==> config.mk <==
export PLATFORM = sky130hd
export DESIGN_NAME = peab_ctl
export DESIGN_NICKNAME = d
export VERILOG_FILES = /design/src/design/peab_pkg.sv /design/src/design/peab_ctl.sv
export SDC_FILE = /design/constraint.sdc
export NUM_CORES = 1
export LEC_CHECK = 0
export BUFFER_PORTS_ARGS = -buffer_cell sky130_fd_sc_hd__buf_4
export CAP_MARGIN = 0
export CORE_MARGIN = 4
export CORE_UTILIZATION = 35
export CTS_CLUSTER_SIZE = 28
export DETAILED_ROUTE_END_ITERATION = 7
export GPL_TIMING_DRIVEN = 1
export PLACE_DENSITY = 0.61
export SLEW_MARGIN = 20
export SYNTH_ARGS = -nofsm -noshare
export SYNTH_HDL_FRONTEND = slang
export SYNTH_SLANG_ARGS = --single-unit
==> constraint.sdc <==
create_clock -name clk -period 2.57 [get_ports clk]
set_input_delay 0.1285 -clock clk [delete_from_list [all_inputs] [get_ports clk]]
set_output_delay 0.1285 -clock clk [all_outputs]
set_load 0.01 [all_outputs]
==> src/design/peab_pkg.sv <==
`default_nettype none
package peab_pkg;

	localparam int MAX_WIDTH  = 1024;
	localparam int MAX_HEIGHT = 1024;

	localparam int CFG_W     = 11;
	localparam int CFG_IDX_W = 3;
	localparam int POS_W     = $clog2(MAX_WIDTH);
	localparam int ROW_W     = $clog2(MAX_HEIGHT);
	localparam int CNT_W     = $clog2(MAX_WIDTH * MAX_HEIGHT + 1);
	localparam int RING_AW   = $clog2(2 * MAX_WIDTH + 2);

	localparam int STEP_W    = 4;
	localparam logic [STEP_W-1:0] STEP_LAST = STEP_W'(8);

	localparam int N_W    = 4;
	localparam int SUM_W  = 13;
	localparam int NUM_W  = 17;
	localparam int M_W    = NUM_W - 4;
	localparam int RCP_W  = 14;
	localparam int RCP_SH = 16;
	localparam int PROD_W = M_W + RCP_W;
	localparam int Q_W    = PROD_W - RCP_SH;
	localparam int DV_W   = 6;

	localparam logic [CFG_IDX_W-1:0] REG_WIDTH        = 3'd0;
	localparam logic [CFG_IDX_W-1:0] REG_HEIGHT       = 3'd1;
	localparam logic [CFG_IDX_W-1:0] REG_NORMAL_ALPHA = 3'd2;
	localparam logic [CFG_IDX_W-1:0] REG_SHADOW_ALPHA = 3'd3;
	localparam logic [CFG_IDX_W-1:0] REG_SHADOW_INDEX = 3'd4;

	typedef enum logic [1:0] {
		FUNC_PAL   = 2'd0,
		FUNC_PIX   = 2'd1,
		FUNC_FLUSH = 2'd2
	} func_t;

	typedef struct packed {
		logic              pal_wr;
		logic              pix_wr;
		logic              start;
		logic              rd_line;
		logic              rd_pal;
		logic              acc;
		logic              num;
		logic              div;
		logic              fix;
		logic              load_out;
		logic [STEP_W-1:0] step;
	} peab_cmd_t;

	typedef struct packed {
		logic frame_full;
		logic pix_emit;
		logic pend;
		logic center_zero;
	} peab_stat_t;

	// neighbor walk: step 0 is the center, then raster order around it
	function automatic logic signed [1:0] nb_dx(input logic [STEP_W-1:0] k);
		logic signed [1:0] r;
		case (k) inside
			4'd1, 4'd4, 4'd6: r = -2'sd1;
			4'd3, 4'd5, 4'd8: r = 2'sd1;
			default:          r = 2'sd0;
		endcase
		return r;
	endfunction

	function automatic logic signed [1:0] nb_dy(input logic [STEP_W-1:0] k);
		logic signed [1:0] r;
		case (k) inside
			4'd1, 4'd2, 4'd3: r = -2'sd1;
			4'd6, 4'd7, 4'd8: r = 2'sd1;
			default:          r = 2'sd0;
		endcase
		return r;
	endfunction

	// ceil(2^16 / (5*n))
	function automatic logic [RCP_W-1:0] recip(input logic [N_W-1:0] n);
		logic [RCP_W-1:0] r;
		case (n)
			4'd1:    r = 14'd13108;
			4'd2:    r = 14'd6554;
			4'd3:    r = 14'd4370;
			4'd4:    r = 14'd3277;
			4'd5:    r = 14'd2622;
			4'd6:    r = 14'd2185;
			4'd7:    r = 14'd1873;
			4'd8:    r = 14'd1639;
			default: r = 14'd0;
		endcase
		return r;
	endfunction

endpackage
`default_nettype wire

==> src/design/peab_ctl.sv <==
`default_nettype none
module peab_ctl
	import peab_pkg::*;
(
	input  wire logic       clk,
	input  wire logic       arst_n,
	input  wire logic       s_tvalid,
	input  wire logic [1:0] s_tuser,
	output logic            s_tready,
	output logic            m_tvalid,
	input  wire logic       m_tready,
	input  wire peab_stat_t stat,
	output peab_cmd_t       cmd
);

	typedef enum logic [2:0] {
		S_IDLE, S_LINE, S_PAL, S_ACC, S_NUM, S_DIV, S_FIX, S_PUSH
	} state_t;

	state_t            state_q;
	logic [STEP_W-1:0] k_q;
	logic              out_valid_q;
	logic              go;
	func_t             func;

	always_comb begin
		func = func_t'(s_tuser);
		cmd = '0;
		cmd.step = k_q;
		go = 1'b0;
		if (s_tvalid && state_q == S_IDLE) begin
			unique case (func)
				FUNC_PAL: cmd.pal_wr = 1'b1;
				FUNC_PIX: begin
					if (!stat.frame_full) begin
						cmd.pix_wr = 1'b1;
						go = stat.pix_emit;
					end else begin
						go = stat.pend;
					end
				end
				FUNC_FLUSH: go = stat.frame_full && stat.pend;
				default: ;
			endcase
		end
		cmd.start    = go;
		cmd.rd_line  = (state_q == S_LINE);
		cmd.rd_pal   = (state_q == S_PAL);
		cmd.acc      = (state_q == S_ACC);
		cmd.num      = (state_q == S_NUM);
		cmd.div      = (state_q == S_DIV);
		cmd.fix      = (state_q == S_FIX);
		cmd.load_out = (state_q == S_PUSH) && (!out_valid_q || m_tready);
	end

	assign s_tready = (state_q == S_IDLE);
	assign m_tvalid = out_valid_q;

	always_ff @(posedge clk or negedge arst_n) begin
		if (!arst_n) begin
			state_q     <= S_IDLE;
			k_q         <= '0;
			out_valid_q <= 1'b0;
		end else begin
			if (cmd.load_out) begin
				out_valid_q <= 1'b1;
			end else if (m_tready) begin
				out_valid_q <= 1'b0;
			end
			unique case (state_q)
				S_IDLE: begin
					if (go) begin
						k_q     <= '0;
						state_q <= S_LINE;
					end
				end
				S_LINE: state_q <= S_PAL;
				S_PAL:  state_q <= S_ACC;
				S_ACC: begin
					if (k_q == '0 && !stat.center_zero) begin
						state_q <= S_FIX;
					end else if (k_q == STEP_LAST) begin
						state_q <= S_NUM;
					end else begin
						k_q     <= k_q + STEP_W'(1);
						state_q <= S_LINE;
					end
				end
				S_NUM: state_q <= S_DIV;
				S_DIV: state_q <= S_FIX;
				S_FIX: state_q <= S_PUSH;
				S_PUSH: begin
					if (cmd.load_out) begin
						state_q <= S_IDLE;
					end
				end
				default: state_q <= S_IDLE;
			endcase
		end
	end

	a_step_range: assert property (@(posedge clk) disable iff (!arst_n)
		k_q <= STEP_LAST) else $error("neighbor step out of range");

	a_pix_room: assert property (@(posedge clk) disable iff (!arst_n)
		cmd.pix_wr |-> !stat.frame_full) else $error("pixel stored past frame end");

	a_start_pend: assert property (@(posedge clk) disable iff (!arst_n)
		cmd.start |-> stat.pend) else $error("result started with none pending");

endmodule
`default_nettype wire

# Yosys cells after proc, flatten, opt, wreduce, memory -nomap -nowiden
# Index checks and enable logic that the tools add are counted.
# totals
inputBits	10
register_bits	8
out_inout_bits	16
romBits	0
mem_count	0
ramBits	0
latch_bits	0
word_cells	50
# op_classes
reduce_logical	14
n_shift	0
n_addsub	1
div_mod_pow	0
n_mul	0
eq_ne	14
muxes	18
order_cmp	0
bitwise_logic	0
# ops
cell	n
3-bit one-hot mux with 8 select lines	1
3-bit equality test, second input constant	4
3-bit 2-to-1 mux	4
4-bit 2-to-1 mux	3
4-bit one-hot mux with 2 select lines	1
1-bit 2-to-1 mux	7
3-bit by 2-bit equality test with 1-bit output, second input constant	2
2-bit != test, second input constant	3
4-bit by 1-bit adder with 4-bit output, second input constant	1
4-bit equality test, second input constant	1
1-bit logical AND	4
4-bit zero test	1
4-bit AND reduction	1
2-bit nonzero test	2
3-bit by 1-bit equality test with 1-bit output, second input constant	1
3-bit zero test	1
2-bit by 1-bit equality test with 1-bit output, second input constant	1
2-bit equality test, second input constant	1
1-bit zero test	2
2-bit zero test	1
2-bit 2-to-1 mux	1
2-bit by 1-bit != test with 1-bit output, second input constant	1
1-bit one-hot mux with 2 select lines	1
2-bit AND reduction	1
1-bit logical OR	1

# Depth between registers and ports, before layout
# depth
depth_word	5
ltp_mapped	7
mapped_depth_nobuf	6

# Least setup slack after synthesis
# Ideal clock, no wire load.
# synth_path
path_kind	flip-flop to output port
startpoint	reg state_q[2]
endpoint	out cmd[11] (netlist bit)
arrival_time_ns	1.175
slack_ns	1.266
stages_incl_launch_ff	6
path_cell_list	dfrtp_1 -> buf_6 -> nor3_4 -> and4_1 -> buf_6 -> buf_4
# synth_via
elab_chain_len	3
# synth_lines
item	line_no	rtl
start: declaration	peab_ctl.sv:20	state_t state_q;
start signal: assignment	peab_ctl.sv:61	state_q <= S_IDLE;
start signal: assignment	peab_ctl.sv:74	state_q <= S_LINE;
start signal: assignment	peab_ctl.sv:77	S_LINE: state_q <= S_PAL;
3-bit zero test	n/a	
net s_tready	peab_ctl.sv:9	output logic s_tready,
1-bit logical AND	peab_ctl.sv:31	if (s_tvalid && state_q == S_IDLE) begin
1-bit 2-to-1 mux	peab_ctl.sv:31	
end: declaration	peab_ctl.sv:13	output peab_cmd_t cmd
# The timed path passes the listed nets, and every way through them passes these cells.

==> flow_summary.rst <==
.. list-table::
   :header-rows: 1

   * - Metric
     - Value
   * - Status
     - complete, no violations
   * - CP max-delay cell
     - sky130_fd_sc_hd__dfrtp_1
   * - Clock latency on the worst-skew pair
     - 0.25 ns
   * - Yosys Warn Count
     - 0
   * - Initial antenna violation count
     - 0
   * - Fill cells
     - about 200
   * - Post-Route Skew
     - 0.00252 ns
   * - Maximum level of the CTS H-tree
     - 1
   * - Net switching fraction of the power
     - 45.3%
   * - Required time of the worst setup path
     - 2.44 ns
   * - Post-synth top area cell
     - sky130_fd_sc_hd__dfrtp_1
   * - Setup Viol. Count Final
     - 0
   * - Count of vias placed by the detailed router
     - 561
   * - Worst Path Max Fanout
     - 13
   * - Fraction of layout cells with a size suffix above 1
     - between 40% and 50%
   * - Relative contribution of sequential cells to total power
     - 34.0%
   * - Clock tree from TritonCTS
     - built
   * - Part of the total power dissipated in combinational logic
     - 55.2%
   * - Final min period
     - 1.71 ns
   * - Total length of routed wires
     - 1.41 mm
   * - RSZ-0062 raised after global routing
     - no
   * - First element of the critical path
     - state_q[0]$_DFFE_PN0P_
   * - Most common library cell in the layout ignoring fill and taps
     - sky130_fd_sc_hd__buf_4
   * - Area share of the largest cell type after synthesis
     - between 30% and 40%
   * - Cell Rows
     - 15
   * - Headroom to the max-slew limit
     - 73.6%
   * - Cell chosen for the clock root
     - sky130_fd_sc_hd__clkbuf_4
   * - Clk network pwr share
     - 10.8%
   * - Half-perimeter wire length after detailed placement
     - 1.12 mm
   * - Remaining routing DRC violations
     - 0
   * - Die Footprint
     - 2590 µm²
   * - Synthesis-to-layout area growth
     - 32.8%
   * - Aggregate global routing overflow
     - 0
   * - Endpoints failing hold
     - 0
   * - Number of gates given a new drive strength after cts
     - 0
   * - Final cell count without fillers
     - 118
   * - Cells traversed along the worst timing path
     - nor3_4 > and4_1 > buf_4
   * - Max Buffers Root-to-Sink
     - 2
   * - Setup Total Neg Slack
     - 0 ns
   * - Post-Synthesis Cells
     - approximately 70
   * - Maximum achievable frequency
     - between 500 and 600 MHz
   * - R2r startpoint
     - state_q[0]$_DFFE_PN0P_
   * - Post-layout nets
     - between 100 and 150
   * - Core footprint
     - 1730 µm²
   * - Critical path capture point type
     - output pin
   * - Antenna viol nets, final
     - 0
   * - Final slew viol count
     - 0
   * - Transition at the pin with the smallest max-transition slack
     - 0.396 ns
   * - Post-layout worst setup margin
     - between 0.8 and 0.9 ns
   * - Post-detailed-route wirelength per cell
     - 12.0 µm
   * - Setup slack at placement
     - 1.13 ns
   * - HP Class
     - primary input to register
   * - Reg2reg path depth
     - 3
   * - Detailed-route vias per instance
     - 4.75
   * - Die boundary height
     - 50.9 µm
   * - Diodes inserted
     - 0
   * - Top-level port count
     - 26
   * - Pleak
     - 0.423 nW
   * - Setup slack on the worst flop-to-flop path
     - 1.20 ns
   * - Width of the chip
     - just over 50 µm
   * - Number of hold-repair buffers added at the cts stage
     - 1
   * - Synth Cell Area
     - 644 µm²
   * - Setup fix buffers added after clock tree synthesis
     - 0
   * - Cell-internal power
     - roughly 0.5 mW
   * - Endpoint of the worst hold-timing path
     - state_q[0]$_DFFE_PN0P_
   * - Routability congestion estimate
     - ~0.75
   * - Drt initial violations
     - 9
   * - # Max-Cap Violations
     - 0
   * - Global-route wire length before repair
     - 2.34 mm
   * - Count of input and output buffers
     - 25
   * - Sequential-to-total area share from yosys stat
     - 31.1%
   * - Number of placed instances with taps included
     - about 110
   * - Pre-Repair DR Iteration Count
     - 3
   * - Num CTS Buffers
     - 3
   * - Min-delay src
     - s_tvalid
   * - Dominant cells by area after synthesis
     - sky130_fd_sc_hd__dfrtp_1 (31%), sky130_fd_sc_hd__ha_1 (9.7%), sky130_fd_sc_hd__nand3_1 (3.9%)
   * - Setup Crit Path Kind
     - register to output pin
   * - Clk pin slew, worst setup/hold paths
     - ~0.060 ns
   * - Max rail drop VDD
     - a little over 0.0005 V
   * - Number of clock sinks
     - 8
   * - Number of cells on the worst hold path
     - 3
   * - Number of distinct library cell variants in the gate-level netlist after synthesis
     - 34
   * - Maximum number of pins on one net before global-route repair
     - 14
   * - Overall power
     - 0.905 mW
   * - Post-route clock period utilization
     - 66.4%
   * - Switching component of the power
     - roughly 0.41 mW
   * - Total power density per cell area
     - 1060 nW/µm²
   * - Post-Synthesis Net Count
     - 84
   * - Top library cells by usage in the layout, fill and taps aside
     - sky130_fd_sc_hd__buf_4 (25), sky130_fd_sc_hd__dfrtp_1 (8), sky130_fd_sc_hd__inv_1 (6), sky130_fd_sc_hd__nand2_1 (6)
   * - Vias in the first global route
     - ~510
   * - Register bit count reported by yosys
     - 8
   * - Setup crit start kind
     - register
   * - Total GRT Usage
     - between 10 and 15%
   * - Initial Util
     - 37.3%
   * - Avg Cell Area, Syn
     - between 9 and 10 µm²
   * - Reg2reg end
     - k_q[3]$_DFFE_PN0P_
   * - Data arrival at the endpoint of the critical path
     - ~1.6 ns
   * - Critical path's largest stage delay
     - 0.52 ns
-- critical path: cells and delay by family (launching register included) --
kind                   cells  cell delay, ns
buffers and inverters      1            0.18
flip-flops                 1            0.52
AND/OR/NAND/NOR            2            0.63
-- registers in the layout (all words and copies together), names as in the netlist --
signal / count
state_q: 3
k_q: 4
m_tvalid: 1
-- final cells by class --
cell class | instances | area [µm²] | area share, %
multi-input combinational | 50 | 382 | 44.6
sequential | 8 | 200 | 23.4
timing repair buffer | 26 | 198 | 23.1
tap | 25 | 31.3 | 3.65
clock buffer | 3 | 22.5 | 2.63
inverter | 6 | 22.5 | 2.63
-- metal layers --
layer / track usage, % / part of all wire (%) / vias up
met3: 1.46 / 4.2 / 2
met2: 17.6 / 48 / 15
met4: 8.07 / 1.1 / 0
met5: 0 / 0 / -
li1: - / - / 286
met1: 16.7 / 47 / 258
-- power by group through the flow --
| stage | combinational (mW) | clock (mW) | sequential [mW] |
|---|---|---|---|
| 6_report | 0.500 | 0.0981 | 0.307 |
| 5_1_grt | 0.556 | 0.110 | 0.324 |
| 4_1_cts | 0.509 | 0.103 | 0.306 |
| 3_5_place_dp | 0.504 | 0 | 0.307 |
| 3_3_place_gp | 0.506 | 0 | 0.305 |
| 2_1_floorplan | 0.375 | 0 | 0.263 |
-- per-stage QoR --
stage	hold slack (ns)	utilization (%)	cell area (µm²)
after floorplan	-0.167	-	644
after global placement	-0.0450	47.7	823
after detailed placement	-0.0419	47.7	823
after CTS	0.187	49.6	856
after global routing	0.203	49.6	856
final	0.188	49.6	856
-- logic make-up after synthesis --
group / Yosys count / share of synthesized area [%]
XOR/XNOR: 2 / 2.72
flip-flops: 8 / 31.1
buffers and inverters: 11 / 9.71
AO/OA/AOI/OAI: 12 / 17.1
adder cells (fa/ha/maj): 5 / 9.71
AND/OR/NAND/NOR: 31 / 29.7
-- synthesized netlist by cell type (all sizes together) --
cell,number
buf,5
nand3,5
a31oi,1
ha,5
dfrtp,8
and3,1
nand2b,3
a21oi,1
nand2,6
o21ai,3
inv,6
xor2,2
and4,1
o22a,1
nor2,5
o211ai,3
and4b,1
and2,1
nor3b,2
a21o,1
nor3,2
and3b,1
o22ai,2
nor4,1
nor2b,2
-- worst max-delay path by stage --
stage | depth (start not counted) | to
floorplan | 5 | cmd[11]
global placement | 3 | cmd[11]
detailed placement | 3 | cmd[11]
CTS | 3 | cmd[11]
global route | 3 | cmd[11]
finish | 3 | cmd[11]
Power figures use the tool's default switching activity.
